==> src/rtl/qslerp_pkg.sv <==
`timescale 1ns / 1ps
// ----------------------------------------------------------------------------
// qslerp_pkg
// Shared constants for the quaternion slerp pipeline: field widths, fixed-point
// constants in Q.30 and the arc tangent table of the CORDIC cells.
// ----------------------------------------------------------------------------
package qslerp_pkg;

   localparam int COMPONENT_WIDTH_DEF = 16;
   localparam int CORDIC_STAGES_DEF   = 16;

   localparam int BLEND_W  = 17;
   localparam logic [BLEND_W-1:0] BLEND_ONE = 17'h10000;

   // square root of a Q.60 value: 31 root bits, 62-bit remainder
   localparam int ROOT_W     = 31;
   localparam int REM_W      = 62;
   localparam int SQRT_STEPS = 31;

   // cordic datapath widths
   localparam int XY_W  = 40;
   localparam int ZV_W  = 40;
   localparam int ZR_W  = 52;
   localparam int ANG_W = 34;

   // divider remainder width
   localparam int DREM_W = 32;

   localparam logic [63:0] HALF_PI_Q30  = 64'd1686629713;
   localparam logic [63:0] PI_Q30       = 64'd3373259426;
   localparam logic [63:0] INV_GAIN_Q30 = 64'd652032874;

   localparam logic [31:0] ATAN_TAB [32] = '{
      32'd843314856, 32'd497837829, 32'd263043836, 32'd133525158,
      32'd67021686,  32'd33543515,  32'd16775850,  32'd8388437,
      32'd4194282,   32'd2097149,   32'd1048575,   32'd524287,
      32'd262143,    32'd131071,    32'd65535,     32'd32767,
      32'd16383,     32'd8191,      32'd4095,      32'd2047,
      32'd1023,      32'd511,       32'd255,       32'd127,
      32'd63,        32'd31,        32'd15,        32'd7,
      32'd3,         32'd1,         32'd0,         32'd0
   };

endpackage

==> src/rtl/qslerp_cordic_cell.sv <==
`timescale 1ns / 1ps
// ----------------------------------------------------------------------------
// qslerp_cordic_cell
// One micro-rotation of a CORDIC, vectoring or rotation mode, plus a side bus.
// ----------------------------------------------------------------------------
module qslerp_cordic_cell #(
   parameter int IDX       = 0,
   parameter bit VECTORING = 1'b1,
   parameter int ZW        = qslerp_pkg::ZV_W,
   parameter int SW        = 1
) (
   input  logic                                 clock,
   input  logic                                 en,
   input  logic signed [qslerp_pkg::XY_W-1:0]   x_in,
   input  logic signed [qslerp_pkg::XY_W-1:0]   y_in,
   input  logic signed [ZW-1:0]                 z_in,
   input  logic [SW-1:0]                        side_in,
   output logic signed [qslerp_pkg::XY_W-1:0]   x_out,
   output logic signed [qslerp_pkg::XY_W-1:0]   y_out,
   output logic signed [ZW-1:0]                 z_out,
   output logic [SW-1:0]                        side_out
);
   localparam int XW = qslerp_pkg::XY_W;
   localparam logic signed [ZW-1:0] STEP = ZW'(qslerp_pkg::ATAN_TAB[IDX]);

   logic signed [XW-1:0] xs;
   logic signed [XW-1:0] ys;
   logic                 up;
   logic signed [XW-1:0] x_ff;
   logic signed [XW-1:0] y_ff;
   logic signed [ZW-1:0] z_ff;
   logic [SW-1:0]        side_ff;

   always_comb begin
      xs = x_in >>> IDX;
      ys = y_in >>> IDX;
      up = VECTORING ? !y_in[XW-1] : z_in[ZW-1];
   end

   always_ff @(posedge clock) begin
      if (en) begin
         x_ff    <= up ? (x_in + ys) : (x_in - ys);
         y_ff    <= up ? (y_in - xs) : (y_in + xs);
         z_ff    <= up ? (z_in + STEP) : (z_in - STEP);
         side_ff <= side_in;
      end
   end

   assign x_out    = x_ff;
   assign y_out    = y_ff;
   assign z_out    = z_ff;
   assign side_out = side_ff;
endmodule

==> config.mk <==
export PLATFORM = sky130hd
export DESIGN_NAME = qslerp_cordic_cell
export DESIGN_NICKNAME = d
export VERILOG_FILES = /design/src/rtl/qslerp_pkg.sv /design/src/rtl/qslerp_cordic_cell.sv
export SDC_FILE = /design/constraint.sdc
export NUM_CORES = 1
export LEC_CHECK = 0
export BUFFER_PORTS_ARGS = -buffer_cell sky130_fd_sc_hd__clkbuf_2
export CAP_MARGIN = 5
export CORE_ASPECT_RATIO = 0.7
export CORE_MARGIN = 2
export CORE_UTILIZATION = 40
export CTS_BUF_LIST = sky130_fd_sc_hd__clkbuf_2
export DETAILED_ROUTE_END_ITERATION = 10
export SLEW_MARGIN = 15
export SYNTH_ARGS = -nofsm -noshare
export SYNTH_HDL_FRONTEND = slang
export SYNTH_SLANG_ARGS = --single-unit
export TNS_END_PERCENT = 5
==> constraint.sdc <==
create_clock -name clock -period 4.1 [get_ports clock]
set_input_delay 0.41 -clock clock [delete_from_list [all_inputs] [get_ports clock]]
set_output_delay 0.41 -clock clock [all_outputs]
set_load 0.02 [all_outputs]
==> results.txt, run 1 <==
----------------------------------------------------
[Critical path]
  Cell chain of the critical path ... dlygate4sd3_1 > clkbuf_2 > ha_1 > fa_1 > nor2b_1 > o311a_1 > a31o_2 > o21a_1 > nor4b_4 > o21ai_2 > a41o_1 > a21o_2 > xnor2_1
  Largest incremental delay on the critical path ... 0.53 ns
  Arrival time reported for the critical path endpoint ... 3.93 ns
  Top Family by Delay on Critical Path ... compound AO/OA/AOI/OAI gates
  Top fanout value on the critical path ... 5
  Data required, critical path ... 4.61 ns
  Critical Setup Path Class ... in -> reg
  Slowest cell on the critical path ... sky130_fd_sc_hd__dlygate4sd3_1
  Nature of the critical path endpoint ... register
  Worst path buffer plus inverter count ... 2
  Launch point of the worst path ... y_in[0]
  Worst setup SP type ... input pin

[STA]
  Worst slack on hold paths ... 0.119 ns
  Transition time of the tightest slew-check pin ... 0.797 ns
  Shortest clock period the worst path allows after layout ... 3.42 ns
  Fin Setup TNS ... 0 ns
  Relative slew slack ... 0.464
  FMAX ... 293 MHz
  Share of the cycle needed by the critical path after routing ... 0.834
  Final setup slack of the worst path ... 0.682 ns
  Setup Viol. Count Final ... 0
  Final hold violation count ... 0
  Slew Viols, Final ... 0
  RSZ-0062 raised after global routing ... no

[Detailed routing]
  Number of vias in the routed layout ... 12900
  Routed length per placed instance ... 20.6 um
  Routed length on met1 ... 22700 um
  Met2 wire length ... 17600 um
  Detailed router's first-iteration violation count ... 1629
  Drc violations ... 0
  Final ANT Viol Nets ... 0
  Max layer used ... met4
  Final WL ... 45700 um
  Router iterations before antenna repair ... 6
  Post-DR vias/cell ... 5.82
  Met3 wire length ... 4910 um

[Synthesis]
  Area share of the largest cell type after synthesis ... 0.281
  Number of flip-flops and latches in the synthesized netlist ... 120
  Async set or reset register ratio after synthesis ... 0
  Cells after Synth ... 1529
  Number of distinct library cells after synthesis ... 79
  Main synth FF type ... sky130_fd_sc_hd__edfxtp_1
  Total nets after synthesis ... 1808
  Post-synthesis cell type with the largest combined area ... sky130_fd_sc_hd__edfxtp_1
  Sequential element share of the synthesized area ... 0.281
  Synth Cell Area ... 12800 um2
  Top area cells in the synthesized netlist ... sky130_fd_sc_hd__edfxtp_1 (28%), sky130_fd_sc_hd__ha_1 (15%), sky130_fd_sc_hd__a21oi_1 (7.4%)
  Per-instance average area after synthesis ... 8.39 um2
  Yosys warns ... 0
  Post-synth EDFFs ... 120

[Die]
  Effective utilization at floorplan ... 0.409
  Floorplan die area ... 33500 um2
  Chip width ... 218 um
  Cell row count ... 54
  Die Span Y ... 154 um
  CORE AREA ... 31400 um2
  Number of top-level pins ... 244

[Placed design]
  Post-DP HPWL ... 36600 um
  Placer congestion estimate ... 0.971
  Number of buffers added on ports ... 243
  Setup slack at placement ... 0.254 ns

[Global routing]
  Grt ovf ... 0
  Antenna violations before repair ... 1
  Maximum number of pins on one net before global-route repair ... 74
  Global-route wire length before repair ... 69200 um
  Vias in the first global route ... 11800
  Total Routing Usage GR ... 0.267

[Clock tree]
  Clock Tree Buf Depth ... 2
  Post-CTS Hold Fix Bufs ... 9
  Sink Count ... 120
  # H-tree levels ... 4
  Post-CTS setup repair buffer count ... 0
  Register clock-pin slew on the reported worst setup and hold paths ... 0.28 ns
  CTS Root Cell ... sky130_fd_sc_hd__clkbuf_2
  Cts repair resizes ... 0
  Total CTS buffers ... 17
  TritonCTS clock tree ... yes

[Cells and area]
  NumNets Final ... 2058
  Commonest non-fill, non-tap cell in the layout ... sky130_fd_sc_hd__clkbuf_2
  Commonest non-fill, non-tap cells in the layout ... sky130_fd_sc_hd__clkbuf_2 (258), sky130_fd_sc_hd__a21oi_1 (190), sky130_fd_sc_hd__ha_1 (152)
  Area taken by flip-flops and latches ... 3600 um2
  Area of the multi-input gates ... 8440 um2
  Fillcell total ... 3157
  Fraction of layout instances using a drive strength above 1 ... 0.196
  Synthesis-to-finish area growth ... 17.0%

[Hold path]
  Worst min path class ... in -> reg
  Startpoint of the lowest-slack hold path ... z_in[9]

[Power and ir drop]
  Peak supply drop ... 210 uV
  Power density of the placed cells ... 325 nW/um2
  Static leakage ... 6.73 nW

[Run status]
  Run status ... finished, final reports clean

[Job]
  Number of violations of the max-capacitance limit ... 0

----------------------------------------------------
where the power goes:
part / switching, W / leakage (nW) / internal, W
Sequential: 0.0000628 / 1.17 / 0.00163
Combinational: 0.00145 / 5.40 / 0.000796
Clock: 0.000588 / 0.154 / 0.000355
logic make-up (layout without fill, tap and decap cells):
logic type                 after synthesis  count (layout)  share of synthesized area
xor gates and xnor gates               107             107                     0.0731
muxes                                   20              20                     0.0157
and+or+nand+nor                        377             377                      0.139
other                                    0               1                          0
DFF                                    120             120                      0.281
buffers and inverters                  196             459                     0.0607
AOI/OAI and AO/OA                      553             553                      0.276
adders and majority gates              156             156                      0.155
layer usage:
layer	up-vias	global-route usage
li1	6063	-
met1	6099	0.429
met2	685	0.349
met3	36	0.0696
met4	0	0.0454
met5	-	0
state kept, by name (all words and copies together) (netlist names):
name      cells
x_out        40
y_out        39
side_out      1
z_out        40
cells in the mapped netlist, types with 5 or more instances:
library cell / instances
sky130_fd_sc_hd__xor2_1: 17
sky130_fd_sc_hd__nor2_1: 144
sky130_fd_sc_hd__o211ai_1: 18
sky130_fd_sc_hd__nand2b_1: 18
sky130_fd_sc_hd__nor2b_1: 12
sky130_fd_sc_hd__ha_1: 152
sky130_fd_sc_hd__and2_1: 10
sky130_fd_sc_hd__and3_1: 6
sky130_fd_sc_hd__nand2_1: 74
sky130_fd_sc_hd__buf_2: 19
sky130_fd_sc_hd__o21a_1: 19
sky130_fd_sc_hd__o31ai_1: 12
sky130_fd_sc_hd__mux2i_1: 19
sky130_fd_sc_hd__inv_1: 125
sky130_fd_sc_hd__a211oi_1: 18
sky130_fd_sc_hd__o21ai_0: 101
sky130_fd_sc_hd__edfxtp_1: 120
sky130_fd_sc_hd__or4_1: 6
sky130_fd_sc_hd__clkbuf_1: 39
sky130_fd_sc_hd__nand3_1: 20
sky130_fd_sc_hd__a31oi_1: 25
sky130_fd_sc_hd__nor4_1: 8
sky130_fd_sc_hd__nor3_1: 30
sky130_fd_sc_hd__nand4_1: 27
sky130_fd_sc_hd__o21bai_1: 46
sky130_fd_sc_hd__xnor2_1: 90
sky130_fd_sc_hd__a21o_1: 49
sky130_fd_sc_hd__or3_1: 8
sky130_fd_sc_hd__or2_2: 8
sky130_fd_sc_hd__a211o_1: 5
sky130_fd_sc_hd__buf_1: 5
sky130_fd_sc_hd__a21oi_1: 190
sky130_fd_sc_hd__a21boi_0: 6
final cells by class:
class                   count  area share
repair buffers            297       0.111
inverters                 130      0.0325
diodes                      1    0.000167
clock buffers              17     0.00567
well taps                 420      0.0350
flip-flops and latches    120       0.240
multi-input cells        1213       0.563
clock inverters            15      0.0127
stage by stage:
stage	utilization	instance area, um2	power, W	std cells
global route	0.478	15000	0.00514	2213
detailed placement	0.467	14600	0.00390	2171
floorplan	-	12800	0.00313	1529
global placement	0.467	14600	0.00390	2171
CTS	0.478	15000	0.00487	2212
finish	0.478	15000	0.00487	2213
tightest hold or removal path, stage by stage:
cell	delay, ns
sky130_fd_sc_hd__clkbuf_2	0.09
sky130_fd_sc_hd__ha_1	0.17
sky130_fd_sc_hd__a21oi_1	0.05
sky130_fd_sc_hd__nor2_1	0.09
final timing paths:
check / slack (ns) / end / depth (start not counted)
max: 0.68 / x_out[32]$_DFFE_PP_ / 13
min: 0.12 / z_out[9]$_DFFE_PP_ / 4
(Power assumes the default switching activity.)
==> run 2, diff against run 1 <==
--- a/config.mk
+++ b/config.mk
@@ -5,6 +5,7 @@
 export SDC_FILE = /design/constraint.sdc
 export NUM_CORES = 1
 export LEC_CHECK = 0
+export ABC_AREA = 1
 export BUFFER_PORTS_ARGS = -buffer_cell sky130_fd_sc_hd__clkbuf_2
 export CAP_MARGIN = 5
 export CORE_ASPECT_RATIO = 0.7
==> constraint.sdc (replaced) <==
create_clock -name clock -period 3.1 [get_ports clock]
set_input_delay 0.31 -clock clock [delete_from_list [all_inputs] [get_ports clock]]
set_output_delay 0.31 -clock clock [all_outputs]
set_load 0.02 [all_outputs]
==> run 2 against run 1 <==
  * Setup slack got worse by 0.47 ns
  * Clock-buffer cell count rose by 1
  * Utilization fell by 0.67 points
  * Critical path depth rose by 1
  * Flip-flop and latch count did not move
  * First-iteration DRC count rose by 6.3%
  * Clock power rose by 27%
==> results.txt, run 2 <==
----------------------------------------------------
[Synthesis]
  Most numerous cell types in the synthesized netlist ... sky130_fd_sc_hd__nand2_1 (824), sky130_fd_sc_hd__inv_1 (398), sky130_fd_sc_hd__nand3_1 (198)
  Yosys warns ... 0
  Per-instance average area after synthesis ... 6.32 um2
  Number of distinct library cells after synthesis ... 41
  Total nets after synthesis ... 2755
  Async set or reset register ratio after synthesis ... 0
  Number of flip-flops and latches in the synthesized netlist ... 120
  Cells after Synth ... 2476
  Post-synthesis cell type with the largest combined area ... sky130_fd_sc_hd__edfxtp_1
  Count leader, synth ... sky130_fd_sc_hd__nand2_1
  Synth Cell Area ... 15600 um2
  Post-synth EDFFs ... 120
  Sequential element share of the synthesized area ... 0.230
  Area share of the largest cell type after synthesis ... 0.230
  Top area cells in the synthesized netlist ... sky130_fd_sc_hd__edfxtp_1 (23%), sky130_fd_sc_hd__nand2_1 (20%), sky130_fd_sc_hd__ha_1 (12%)
  Main synth FF type ... sky130_fd_sc_hd__edfxtp_1

[Clock tree]
  Post-CTS setup repair buffer count ... 0
  Post-CTS Hold Fix Bufs ... 44
  CTS Root Cell ... sky130_fd_sc_hd__clkbuf_2
  Clock Tree Buf Depth ... 2
  TritonCTS clock tree ... yes
  Total CTS buffers ... 17
  Cts repair resizes ... 0
  Register clock-pin slew on the reported worst setup and hold paths ... 0.20 ns
  # H-tree levels ... 4
  Sink Count ... 120

[Detailed routing]
  Final WL ... 62500 um
  Number of vias in the routed layout ... 17100
  Drc violations ... 0
  Detailed router's first-iteration violation count ... 1731
  Final ANT Viol Nets ... 0
  Router iterations before antenna repair ... 7
  Routed length per placed instance ... 18.9 um
  Post-DR vias/cell ... 5.16

[Global routing]
  Total Routing Usage GR ... 0.306
  Met1 Resource Use GR ... 0.455
  Routing usage on met2 ... 0.446
  Vias in the first global route ... 16200
  Antenna violations before repair ... 1
  Top Usage Layer GRT ... met1
  Grt ovf ... 0
  Global-route wire length before repair ... 92900 um
  Maximum number of pins on one net before global-route repair ... 56
  Met3 capacity usage during global routing ... 0.0553

[Placed design]
  Number of placed instances with taps included ... 3235
  Number of buffers added on ports ... 243
  Post-DP HPWL ... 53000 um
  Placer congestion estimate ... 0.978

[STA]
  Share of the cycle needed by the critical path after routing ... 0.931
  Final hold violation count ... 0
  Shortest clock period the worst path allows after layout ... 2.88 ns
  FMAX ... 347 MHz
  Slew Viols, Final ... 0
  Transition time of the tightest slew-check pin ... 0.795 ns
  Fin Setup TNS ... 0 ns
  Setup Viol. Count Final ... 0
  RSZ-0062 raised after global routing ... no
  Relative slew slack ... 0.470
  Worst slack on hold paths ... 0.0709 ns

[Power and ir drop]
  Power density of the placed cells ... 373 nW/um2
  Peak supply drop ... 218 uV
  Total Power Consumption ... 0.00677 W
  Static leakage ... 9.73 nW

[Die]
  Chip width ... 240 um
  Cell row count ... 60
  Die Span Y ... 169 um
  CORE AREA ... 38500 um2
  Number of top-level pins ... 244
  Effective utilization at floorplan ... 0.406
  Floorplan die area ... 40700 um2

[Cells and area]
  Fraction of layout instances using a drive strength above 1 ... 0.157
  Commonest non-fill, non-tap cell in the layout ... sky130_fd_sc_hd__nand2_1
  NumNets Final ... 3050
  Final core occ ... 0.472
  Final instance count without filler cells ... 3312
  Commonest non-fill, non-tap cells in the layout ... sky130_fd_sc_hd__nand2_1 (824), sky130_fd_sc_hd__inv_1 (397), sky130_fd_sc_hd__clkbuf_2 (259)
  Synthesis-to-finish area growth ... 16.2%

[Critical path]
  Data required, critical path ... 3.71 ns
  Worst setup SP type ... input pin
  Launch point of the worst path ... y_in[0]
  Arrival time reported for the critical path endpoint ... 3.49 ns
  Top fanout value on the critical path ... 5
  Nature of the critical path endpoint ... register
  Critical Setup Path Class ... in -> reg

[Job]
  Number of violations of the max-capacitance limit ... 0

[Hold path]
  Startpoint of the lowest-slack hold path ... z_in[12]
  Worst Hold End ... z_out[12]$_DFFE_PP_
  Number of stages on the worst hold path ... 3
  Worst min path class ... in -> reg

[Run status]
  Run status ... finished, final reports clean

----------------------------------------------------
==> run 2: cell count changes in the layout (fill, tap and decap cells not counted), sizes merged, moves of 18 or more <==
cell | before | now
a211oi | 19 | 0
a21o | 50 | 4
a21oi | 191 | 168
a31oi | 25 | 4
dlygate4sd3 | 9 | 44
inv | 133 | 415
mux2i | 19 | 0
nand2 | 74 | 857
nand2b | 18 | 0
nand3 | 20 | 205
nor2 | 144 | 229
o21bai | 46 | 22
xnor2 | 90 | 6
xor2 | 17 | 54
==> run 2: cells by family after synthesis <==
logic type,Yosys count,synth area share
simple gates,1338,0.365
fa+ha+maj,156,0.127
compound gates,335,0.121
xor+xnor,60,0.0336
buf+inv,467,0.124
flops,120,0.230
==> run 2: where the power goes <==
group          switching, W  leakage (nW)  internal [W]  total [W]
registers         0.0000792          1.17       0.00210    0.00218
clock network      0.000817         0.144      0.000384    0.00120
logic               0.00235          8.42       0.00105    0.00339
total               0.00324          9.73       0.00353    0.00677
==> run 2: worst max-delay path by stage <==
stage | end | cells after the start
floorplan | z_out[34]$_DFFE_PP_ | 12
global placement | x_out[30]$_DFFE_PP_ | 14
detailed placement | y_out[32]$_DFFE_PP_ | 14
CTS | y_out[32]$_DFFE_PP_ | 14
global route | y_out[32]$_DFFE_PP_ | 14
finish | y_out[32]$_DFFE_PP_ | 14
==> run 2: critical path: stages <==
cell	delay [ns]
sky130_fd_sc_hd__dlygate4sd3_1	0.54
sky130_fd_sc_hd__clkbuf_2	0.13
sky130_fd_sc_hd__inv_1	0.06
sky130_fd_sc_hd__ha_1	0.28
sky130_fd_sc_hd__fa_1	0.53
sky130_fd_sc_hd__inv_1	0.20
sky130_fd_sc_hd__nand2_1	0.13
sky130_fd_sc_hd__nand3_1	0.37
sky130_fd_sc_hd__a21oi_1	0.44
sky130_fd_sc_hd__o21ai_2	0.15
sky130_fd_sc_hd__nand2_1	0.13
sky130_fd_sc_hd__nand3_1	0.08
sky130_fd_sc_hd__nand3_1	0.09
sky130_fd_sc_hd__nand2_1	0.06
==> run 2: metal layers <==
metal  vias to the layer above  share of wire
li1                       8443              -
met1                      7866           0.49
met2                       690           0.40
met3                        84          0.085
met4                         0          0.027
met5                         -              0
==> run 2: layout make-up <==
type | count | area [um2]
Tap cell | 527 | 659
Timing Repair Buffer | 330 | 2010
Antenna cell | 2 | 5.00
Clock buffer | 18 | 90.1
Fill cell | 4130 | 20300
Inverter | 413 | 1550
Multi-Input combinational cell | 1889 | 10100
Sequential cell | 120 | 3600
Clock inverter | 13 | 149
==> run 2: per-stage QoR <==
stage | area [um2] | setup WS, ns
5_1_grt | 18200 | 0.111
3_3_place_gp | 17500 | 0.0293
2_1_floorplan | 15600 | 0.644
6_report | 18200 | 0.215
3_5_place_dp | 17500 | 0.0435
4_1_cts | 18200 | 0.427
