<file path="src/rtl/qslerp_pkg.sv">
`timescale 1ns / 1ps
// ----------------------------------------------------------------------------
// qslerp_pkg
// Shared constants for the quaternion slerp pipeline: field widths, fixed-point
// constants in Q.30 and the arc tangent table of the CORDIC cells.
// ----------------------------------------------------------------------------
package qslerp_pkg;

   localparam int COMPONENT_WIDTH_DEF = 16;
   localparam int CORDIC_STAGES_DEF   = 16;

   localparam int BLEND_W  = 17;
   localparam logic [BLEND_W-1:0] BLEND_ONE = 17'h10000;

   // square root of a Q.60 value: 31 root bits, 62-bit remainder
   localparam int ROOT_W     = 31;
   localparam int REM_W      = 62;
   localparam int SQRT_STEPS = 31;

   // cordic datapath widths
   localparam int XY_W  = 40;
   localparam int ZV_W  = 40;
   localparam int ZR_W  = 52;
   localparam int ANG_W = 34;

   // divider remainder width
   localparam int DREM_W = 32;

   localparam logic [63:0] HALF_PI_Q30  = 64'd1686629713;
   localparam logic [63:0] PI_Q30       = 64'd3373259426;
   localparam logic [63:0] INV_GAIN_Q30 = 64'd652032874;

   localparam logic [31:0] ATAN_TAB [32] = '{
      32'd843314856, 32'd497837829, 32'd263043836, 32'd133525158,
      32'd67021686,  32'd33543515,  32'd16775850,  32'd8388437,
      32'd4194282,   32'd2097149,   32'd1048575,   32'd524287,
      32'd262143,    32'd131071,    32'd65535,     32'd32767,
      32'd16383,     32'd8191,      32'd4095,      32'd2047,
      32'd1023,      32'd511,       32'd255,       32'd127,
      32'd63,        32'd31,        32'd15,        32'd7,
      32'd3,         32'd1,         32'd0,         32'd0
   };

endpackage

</file>
<file path="src/rtl/qslerp_sqrt_cell.sv">
`timescale 1ns / 1ps
// ----------------------------------------------------------------------------
// qslerp_sqrt_cell
// One root bit of a restoring integer square root, plus a side bus.
// ----------------------------------------------------------------------------
module qslerp_sqrt_cell #(
   parameter int K  = 0,
   parameter int SW = 1
) (
   input  logic                              clock,
   input  logic                              en,
   input  logic [qslerp_pkg::REM_W-1:0]      rem_in,
   input  logic [qslerp_pkg::ROOT_W-1:0]     root_in,
   input  logic [SW-1:0]                     side_in,
   output logic [qslerp_pkg::REM_W-1:0]      rem_out,
   output logic [qslerp_pkg::ROOT_W-1:0]     root_out,
   output logic [SW-1:0]                     side_out
);
   localparam int RW = qslerp_pkg::REM_W;

   logic [RW-1:0]                  trial;
   logic                           take;
   logic [RW-1:0]                  rem_ff;
   logic [qslerp_pkg::ROOT_W-1:0]  root_ff;
   logic [SW-1:0]                  side_ff;

   always_comb begin
      trial = (RW'(root_in) << (K + 1)) + (RW'(1) << (2 * K));
      take  = (rem_in >= trial);
   end

   always_ff @(posedge clock) begin
      if (en) begin
         rem_ff  <= take ? (rem_in - trial) : rem_in;
         root_ff <= take ? (root_in | (qslerp_pkg::ROOT_W'(1) << K)) : root_in;
         side_ff <= side_in;
      end
   end

   assign rem_out  = rem_ff;
   assign root_out = root_ff;
   assign side_out = side_ff;
endmodule

</file>
<file path="config.mk">
export PLATFORM = sky130hd
export DESIGN_NAME = qslerp_sqrt_cell
export DESIGN_NICKNAME = d
export VERILOG_FILES = /design/src/rtl/qslerp_pkg.sv /design/src/rtl/qslerp_sqrt_cell.sv
export SDC_FILE = /design/constraint.sdc
export NUM_CORES = 1
export LEC_CHECK = 0
export ABC_AREA = 0
export ABC_CLOCK_PERIOD_IN_PS = 3200
export BUFFER_PORTS_ARGS = -buffer_cell sky130_fd_sc_hd__buf_2
export CAP_MARGIN = 15
export CELL_PAD_IN_SITES_DETAIL_PLACEMENT = 0
export CELL_PAD_IN_SITES_GLOBAL_PLACEMENT = 1
export CORE_UTILIZATION = 24
export CTS_BUF_LIST = sky130_fd_sc_hd__clkbuf_16
export CTS_CLUSTER_DIAMETER = 120
export DETAILED_ROUTE_END_ITERATION = 6
export GPL_ROUTABILITY_DRIVEN = 0
export PLACE_DENSITY = 0.56
export SLEW_MARGIN = 0
export SYNTH_ARGS = -nofsm -noshare
export SYNTH_HDL_FRONTEND = slang
export SYNTH_SLANG_ARGS = --single-unit
</file>
<file path="constraint.sdc">
create_clock -name clock -period 3.2 [get_ports clock]
set_input_delay 0.32 -clock clock [delete_from_list [all_inputs] [get_ports clock]]
set_output_delay 0.32 -clock clock [all_outputs]
set_load 0.02 [all_outputs]
</file>
==> results.sh, run 1 <==
export IMPL_numPortBuffers=189
export IMPL_grt_pass1_wl_um=29600
export IMPL_synth_top_area_share_pct=47.2
export IMPL_critPathMaxFanout=5
export IMPL_p_leak_nw=3.28
export IMPL_slew_headroom_pct=54.6
export IMPL_std_cell_rows=57
export IMPL_ys_types=56
export IMPL_drt_iter0_drc=259
export IMPL_synth_compound_area_share_pct=14.6
export IMPL_synth_area_mm2=0.00597
export IMPL_drv_cap=0
export IMPL_ant_nets=0
export IMPL_drv_slew=0
export IMPL_ctsResizeCount=0
export IMPL_cts_buffers=9
export IMPL_synth_edff_count=94
export IMPL_cp_end_kind="register"
export IMPL_swShare_pct=33.0
export IMPL_hold_slack_ns=0.129
export IMPL_place_inst=1133
export IMPL_cts_tree="yes"
export IMPL_p_switching_mw=1.22
export IMPL_drive_above_1_share_pct=31.4
export IMPL_ir_drop_v=0.000201
export IMPL_netlist_top_cells_area="edfxtp_1 47%, ha_1 6.7%, xnor2_1 6.0%"
export IMPL_root_buffer="clkbuf_16"
export IMPL_synth_top_family_by_area="simple AND/OR/NAND/NOR gates"
export IMPL_netlist_instances=602
export IMPL_critPathKind="in -> reg"
export IMPL_arrival_ns=2.89
export IMPL_synth_xor_area_share_pct=8.65
export IMPL_hold_buffers=0
export IMPL_final_area_mm2=0.00790
export IMPL_p_seq_share_pct=42.1
export IMPL_mostFrequentLayoutCell="buf_2"
export IMPL_dp_slack_ns=0.0692
export IMPL_synthMuxAreaShare_pct=0.168
export IMPL_finalHoldViolCount=0
export IMPL_vias=5313
export IMPL_grt_max_degree=53
export IMPL_layout_common_cells="188 x buf_2, 94 x edfxtp_1, 58 x a21oi_1"
export IMPL_num_antenna_cells=0
export IMPL_min_period_ns=2.80
export IMPL_path_clk_slew_ns=0.09
export IMPL_clockBufferDepth=2
export IMPL_die_height_um=160
export IMPL_vias_per_cell=4.62
export IMPL_post_route_period_util_pct=87.4
export IMPL_clkPwrFrac_pct=30.2
export IMPL_grt_usage_pct=15.0
export IMPL_fin_util_pct=32.4
export IMPL_start_util_pct=24.5
export IMPL_timing_fmax_mhz=357
export IMPL_hpwlAfterDp_um=15300
export IMPL_fp_dieW_um=160
export IMPL_finalNetCount=949
export IMPL_antenna_found_initial=0
export IMPL_crit_required_ns=3.29
export IMPL_tightestPinTransition_ns=0.663
export IMPL_ys_seq_area_share_pct=47.2
export IMPL_avgSynthCellArea_um2=9.92
export IMPL_grt_pass1_vias=5306
export IMPL_routed_wl_um=19000
export IMPL_grt_setup_unrepaired="false"
export IMPL_outcome="finished, final reports clean"
export IMPL_postSynth_asyncResetShare_pct=0
export IMPL_cts_num_sinks=94
export IMPL_synth_nets=731
export IMPL_yosysWarnings=0
export IMPL_start_kind="primary input"
export IMPL_ys_flop_type="edfxtp_1"
export IMPL_ios=190
export IMPL_core_mm2=0.0244
export IMPL_hold_path_class="in -> reg"
export IMPL_internal_power_mw=2.47
export IMPL_yosys_area_share_simple_pct=17.6
export IMPL_power_density_mw_per_mm2=467
export IMPL_ys_ff_latch=94
export IMPL_final_cell_count_no_fill=1149
export IMPL_pwr_share_comb_pct=27.7
export IMPL_min_from="side_in"
export IMPL_area_growth_pct=32.2
export IMPL_synth_adder_area_share_pct=7.04
export IMPL_dpl_cell_area_mm2=0.00760
export IMPL_finalSetupViolCount=0
export IMPL_cp_startpoint="root_in[4]"
export IMPL_routedWlPerCell_um=16.6
export IMPL_power_mw=3.69
export IMPL_grt_overflow=0
export IMPL_fin_ws_ns=0.402
export IMPL_postCtsSetupRepairBufs=0
export IMPL_drc=0
export IMPL_fin_tns_setup_ns=0
export IMPL_synth_largest_area_cell="edfxtp_1"
export IMPL_firstDrtPassIters=4
export IMPL_die_area_mm2=0.0255
export IMPL_htree_levels=3
-- cell families after synthesis --
logic type               count (synthesis)
multiplexers                             1
buffers and inverters                   69
AND/OR/NAND/NOR                        204
AO/OA/AOI/OAI                          142
flip-flops                              94
XOR/XNOR                                59
adder cells (fa/ha/maj)                 33
-- flip-flops by register name (all words and copies together), names as in the netlist --
register,cells
rem_out,62
root_out,31
side_out,1
-- cell type report --
type	instances	area, µm²
multi-input combinational	439	2880
tap	324	405
fill	2641	16500
clock inverter	7	73.8
inverter	40	150
clock buffer	9	225
timing repair buffer	236	1340
sequential	94	2820
-- cells in the mapped netlist (all sizes together) (3+ instances only) --
library cell  instances
or3                   9
o21bai                5
nand4                22
o21ai                35
xor2                 18
buf                   9
or4                   7
ha                   32
o31ai                 4
nor3                 14
a211oi                3
edfxtp               94
nor4                 20
clkbuf               20
nor2b                 4
inv                  40
a31oi                 3
nand2                43
xnor2                41
nand3                21
nand2b               10
a21o                 10
nor2                 43
o2111ai               4
a21oi                58
-- layer usage --
metal  vias to the layer above  share of wire, %  GRT usage (%)
met4                         0               1.4           3.59
met3                        17               4.8           3.17
met1                      2479                47           19.9
met5                         -                 0              0
li1                       2666                 -              -
met2                       151                47           24.8
-- power by group through the flow --
stage                     registers, mW  logic, mW  clock network [mW]
after floorplan                    1.76      0.411                   0
after global placement             1.58       1.04                   0
after detailed placement           1.58       1.03                   0
after CTS                          1.55       1.03                1.16
after global routing               1.57       1.12                1.19
final                              1.55       1.02                1.11
-- final timing paths --
check                              endpoint  slack (ns)  cells past startpoint
worst min-delay path     side_out$_DFFE_PP_        0.13                      1
worst max-delay path  rem_out[47]$_DFFE_PP_        0.40                     15
-- worst max-delay path, cell delays in order --
cell and delay [ns]:
buf_2 0.09, inv_1 0.04, ha_1 0.28, o21ai_0 0.38, nor2_1 0.08, a211oi_1 0.28, buf_4 0.18, o41ai_1 0.08
buf_4 0.18, a21oi_1 0.12, buf_4 0.17, o31ai_1 0.08, buf_4 0.16, a2111oi_4 0.36, xor2_1 0.11
Note: power is estimated with default switching activity, not from simulation.
==> run 2, diff against run 1 <==
- ABC_CLOCK_PERIOD_IN_PS: 3200 -> 3600
- clock period: 3.2 -> 3.6 ns (I/O delays scaled with it)
==> run 2 against run 1 <==
Combinational power fell by 13%; cell area fell by 2.0%; sequential power fell by 11%; die area did not move; flip-flop and latch count did not move; critical path depth fell by 4; global-route usage fell by 0.15 points; clock power fell by 13%; non-clock buffer count fell by 20; worst setup slack improved by 0.20 ns; total power fell by 12%; clock-buffer cell count did not move; critical path type unchanged; critical endpoint is now rem_out[43]$_DFFE_PP_; largest power group unchanged.
==> results.sh, run 2 (same netlist as run 1, synthesis figures left out) <==
export IMPL_grt_max_degree=53
export IMPL_p_leak_nw=3.17
export IMPL_fin_tns_setup_ns=0
export IMPL_postCtsSetupRepairBufs=0
export IMPL_area_growth_pct=29.6
export IMPL_ios=190
export IMPL_drt_iter0_drc=201
export IMPL_grt_pass1_wl_um=29300
export IMPL_crit_top_cell="or3_1"
export IMPL_grt_setup_unrepaired="false"
export IMPL_drc=0
export IMPL_critPathMaxFanout=16
export IMPL_path_cells="buf_2, inv_1, ha_1, nand4_2, or3_1, or3_1, o221a_2, o21ai_4, buf_4, nand4b_1, xnor2_1"
export IMPL_min_to="side_out$_DFFE_PP_"
export IMPL_post_route_period_util_pct=83.1
export IMPL_die_area_mm2=0.0255
export IMPL_crit_required_ns=3.71
export IMPL_std_cell_rows=57
export IMPL_place_inst=1113
export IMPL_hold_path_class="in -> reg"
export IMPL_routed_wl_um=19000
export IMPL_cts_tree="yes"
export IMPL_p_seq_share_pct=42.8
export IMPL_numPortBuffers=189
export IMPL_critPathKind="in -> reg"
export IMPL_critPathTopFamily="simple AND/OR/NAND/NOR gates"
export IMPL_dpl_cell_area_mm2=0.00745
export IMPL_swShare_pct=32.8
export IMPL_grt_overflow=0
export IMPL_ctsResizeCount=0
export IMPL_internal_power_mw=2.17
export IMPL_grt_pass1_vias=5239
export IMPL_finalNetCount=929
export IMPL_start_util_pct=24.5
export IMPL_num_antenna_cells=0
export IMPL_clockBufferDepth=2
export IMPL_timing_fmax_mhz=334
export IMPL_final_area_mm2=0.00774
export IMPL_tightestPinTransition_ns=0.713
export IMPL_power_mw=3.23
export IMPL_mostFrequentLayoutCell="buf_2"
export IMPL_antenna_found_initial=0
export IMPL_slew_headroom_pct=51.2
export IMPL_final_cell_count_no_fill=1129
export IMPL_vias_per_cell=4.61
export IMPL_p_switching_mw=1.06
export IMPL_grt_usage_pct=14.8
export IMPL_max_stage_delay_ns=0.44
export IMPL_cts_num_sinks=94
export IMPL_min_period_ns=2.99
export IMPL_ir_drop_v=0.000190
export IMPL_start_kind="primary input"
export IMPL_pwr_share_comb_pct=27.4
export IMPL_fp_dieW_um=160
export IMPL_hold_path_depth=1
export IMPL_ant_nets=0
export IMPL_cp_buffers_inverters=3
export IMPL_routedWlPerCell_um=16.8
export IMPL_hold_buffers=0
export IMPL_firstDrtPassIters=5
export IMPL_die_height_um=160
export IMPL_clkPwrFrac_pct=29.9
export IMPL_cts_buffers=9
export IMPL_finalHoldViolCount=0
export IMPL_min_from="side_in"
export IMPL_vias=5208
export IMPL_power_density_mw_per_mm2=417
export IMPL_cp_end_kind="register"
export IMPL_largest_register_ffs=62
export IMPL_outcome="finished, final reports clean"
export IMPL_drv_cap=0
export IMPL_arrival_ns=3.10
export IMPL_cpMaxStageDelayCell="or3_1"
export IMPL_root_buffer="clkbuf_16"
export IMPL_path_clk_slew_ns=0.08
export IMPL_hpwlAfterDp_um=15000
export IMPL_finalSetupViolCount=0
export IMPL_core_mm2=0.0244
export IMPL_htree_levels=3
export IMPL_drive_above_1_share_pct=29.7
export IMPL_drv_slew=0
export IMPL_layout_common_cells="188 x buf_2, 94 x edfxtp_1, 58 x a21oi_1"
==> run 2: cell count changes in the layout (fill, tap and decap cells not counted) <==
cell,before,now
buf_4,45,25
inv_6,3,0
clkinv_4,1,3
clkinv_8,1,0
clkinvlp_4,0,1
inv_8,2,3
==> run 2: cell type report <==
| class | instances | area [µm²] |
|---|---|---|
| repair buffers | 216 | 1190 |
| clock inverters | 7 | 67.6 |
| fillers | 2671 | 16600 |
| well taps | 324 | 405 |
| inverters | 40 | 150 |
| multi-input cells | 439 | 2880 |
| clock buffers | 9 | 225 |
| flip-flops and latches | 94 | 2820 |
==> run 2: power by group through the flow <==
| stage | Clock, mW | Combinational [mW] | Sequential [mW] |
|---|---|---|---|
| after CTS | 1.01 | 0.895 | 1.38 |
| after global routing | 1.04 | 0.971 | 1.39 |
| after detailed placement | 0 | 0.890 | 1.41 |
| final | 0.964 | 0.884 | 1.38 |
| after floorplan | 0 | 0.365 | 1.57 |
| after global placement | 0 | 0.896 | 1.41 |
==> run 2: worst max path at each step <==
stage	start	endpoint	slack, ns	depth (start not counted)
after floorplan	root_in[17]	rem_out[39]$_DFFE_PP_	0.65	11
after global placement	root_in[16]	rem_out[59]$_DFFE_PP_	0.16	11
after detailed placement	root_in[16]	rem_out[59]$_DFFE_PP_	0.21	11
after CTS	root_in[16]	rem_out[42]$_DFFE_PP_	0.61	11
after global routing	root_in[16]	rem_out[43]$_DFFE_PP_	0.43	11
final	root_in[16]	rem_out[43]$_DFFE_PP_	0.61	11
==> run 2: stage by stage <==
stage	utilization (%)	hold slack (ns)	setup WS [ns]
final	31.7	0.180	0.607
after floorplan	-	0.459	0.648
after global placement	30.5	0.539	0.159
after detailed placement	30.5	0.547	0.213
after CTS	31.7	0.164	0.607
after global routing	31.7	0.167	0.425
==> run 2: per-layer routing <==
| layer | share of wire [%] | vias to the layer above | wire length (µm) | global-route usage, % |
|---|---|---|---|---|
| met3 | 5.1 | 12 | 962 | 3.09 |
| met4 | 0.74 | 0 | 140 | 2.99 |
| met2 | 47 | 150 | 8870 | 24.7 |
| met5 | 0 | - | 0 | 0 |
| met1 | 47 | 2425 | 8990 | 19.8 |
| li1 | - | 2621 | - | - |
==> run 3, diff against run 2 <==
- ABC_CLOCK_PERIOD_IN_PS: 3600 -> 2900
- clock period: 3.6 -> 2.9 ns (I/O delays scaled with it)
==> run 3 against run 2 <==
Hold slack got worse by 0.065 ns; highest routed layer unchanged; largest power group unchanged; sequential power increased by 24%; first-iteration DRC count increased by 28%; combinational power increased by 39%.
==> results.sh, run 3 (same netlist as run 1, synthesis figures left out) <==
export IMPL_start_kind="primary input"
export IMPL_std_cell_rows=57
export IMPL_tightestPinTransition_ns=0.526
export IMPL_htree_levels=3
export IMPL_globalRouteMet1Util_pct=19.9
export IMPL_clockBufferDepth=2
export IMPL_fillers=2596
export IMPL_drive_above_1_share_pct=36.7
export IMPL_num_antenna_cells=0
export IMPL_firstDrtPassIters=4
export IMPL_area_growth_pct=40.9
export IMPL_largest_register_ffs=62
export IMPL_path_clk_slew_ns=0.08
export IMPL_timing_fmax_mhz=380
export IMPL_vias=5488
export IMPL_postCtsSetupRepairBufs=0
export IMPL_hpwlAfterDp_um=15900
export IMPL_post_route_period_util_pct=90.8
export IMPL_cts_num_sinks=94
export IMPL_cts_tree="yes"
export IMPL_grt_pass1_vias=5519
export IMPL_routed_wl_um=19400
export IMPL_grt_util_met3_pct=2.88
export IMPL_cts_buffers=9
export IMPL_vias_per_cell=4.51
export IMPL_root_buffer="clkbuf_16"
export IMPL_crit_required_ns=3.00
export IMPL_critPathMaxFanout=29
export IMPL_start_util_pct=24.5
export IMPL_met2_usage_pct=25.7
export IMPL_power_density_mw_per_mm2=491
export IMPL_dpl_cell_area_mm2=0.00812
export IMPL_final_area_mm2=0.00842
export IMPL_ir_drop_v=0.000208
export IMPL_grt_busiest_layer="met2"
export IMPL_cp_end_kind="register"
export IMPL_antenna_found_initial=0
export IMPL_routedWlPerCell_um=16.0
export IMPL_hold_path_class="in -> reg"
export IMPL_numPortBuffers=189
export IMPL_core_mm2=0.0244
export IMPL_fin_util_pct=34.5
export IMPL_grt_usage_pct=15.2
export IMPL_arrival_ns=2.73
export IMPL_drc=0
export IMPL_finalNetCount=1017
export IMPL_grt_setup_unrepaired="false"
export IMPL_die_area_mm2=0.0255
export IMPL_outcome="finished, final reports clean"
export IMPL_grt_max_degree=37
export IMPL_die_height_um=160
export IMPL_fp_dieW_um=160
export IMPL_ant_nets=0
export IMPL_drt_iter0_drc=258
export IMPL_critPathKind="in -> reg"
export IMPL_drv_slew=0
export IMPL_ios=190
export IMPL_slew_headroom_pct=64.6
export IMPL_p_leak_nw=3.60
export IMPL_layout_common_cells="188 x buf_2, 112 x buf_4, 94 x edfxtp_1"
export IMPL_finalSetupViolCount=0
export IMPL_min_period_ns=2.63
export IMPL_finalHoldViolCount=0
export IMPL_mostFrequentLayoutCell="buf_2"
export IMPL_grt_pass1_wl_um=30100
export IMPL_grt_overflow=0
export IMPL_drv_cap=0
## run 3: metal layers
| layer | vias up | wire length (µm) |
|---|---|---|
| li1 | 2797 | - |
| met1 | 2525 | 9100 |
| met5 | - | 0 |
| met2 | 146 | 9190 |
| met4 | 0 | 257 |
| met3 | 20 | 896 |
## run 3: power breakdown
part	internal (mW)	total, mW	leakage, nW	switching (mW)
combinational	0.512	1.23	2.54	0.716
sequential	1.68	1.71	0.920	0.0352
clock	0.602	1.19	0.140	0.585
## run 3: metrics by stage
stage                     worst slack (ns)  setup TNS [ns]  power (mW)  cells  hold slack (ns)
after floorplan                     0.0178               0        2.40    602            0.389
after global placement              -0.109           -3.44        2.99   1201            0.469
after detailed placement            -0.112           -4.01        2.98   1201            0.479
after CTS                            0.260               0        4.20   1217            0.101
after global routing                0.0165               0        4.35   1217           0.0991
final                                0.266               0        4.13   1217            0.114
## run 3: critical path: stages
cell and delay (ns):
buf_2 0.08, inv_1 0.04, ha_1 0.34, nand4_2 0.13, or3_1 0.41, or3_1 0.38
o221a_2 0.34, o21ai_4 0.26, buf_4 0.18, buf_12 0.17, a21oi_1 0.09
## run 3: repair_timing
action,CTS,global route
gates resized for setup,0,1
hold endpoints to repair,0,0
hold buffers,0,0
endpoints found under the setup margin,0,3
## run 3: layout make-up
| type | instances | area [µm²] | share of cell area [%] |
|---|---|---|---|
| Timing Repair Buffer | 304 | 1860 | 22.1 |
| Clock inverter | 7 | 65.1 | 0.773 |
| Inverter | 40 | 150 | 1.78 |
| Clock buffer | 9 | 225 | 2.68 |
| Sequential cell | 94 | 2820 | 33.5 |
| Multi-Input combinational cell | 439 | 2890 | 34.3 |
| Tap cell | 324 | 405 | 4.82 |
## run 3: worst paths after layout
| kind | start | depth (start not counted) | slack [ns] | endpoint |
|---|---|---|---|---|
| setup / recovery | root_in[16] | 11 | 0.27 | rem_out[16]$_DFFE_PP_ |
| hold / removal | side_in | 1 | 0.11 | side_out$_DFFE_PP_ |
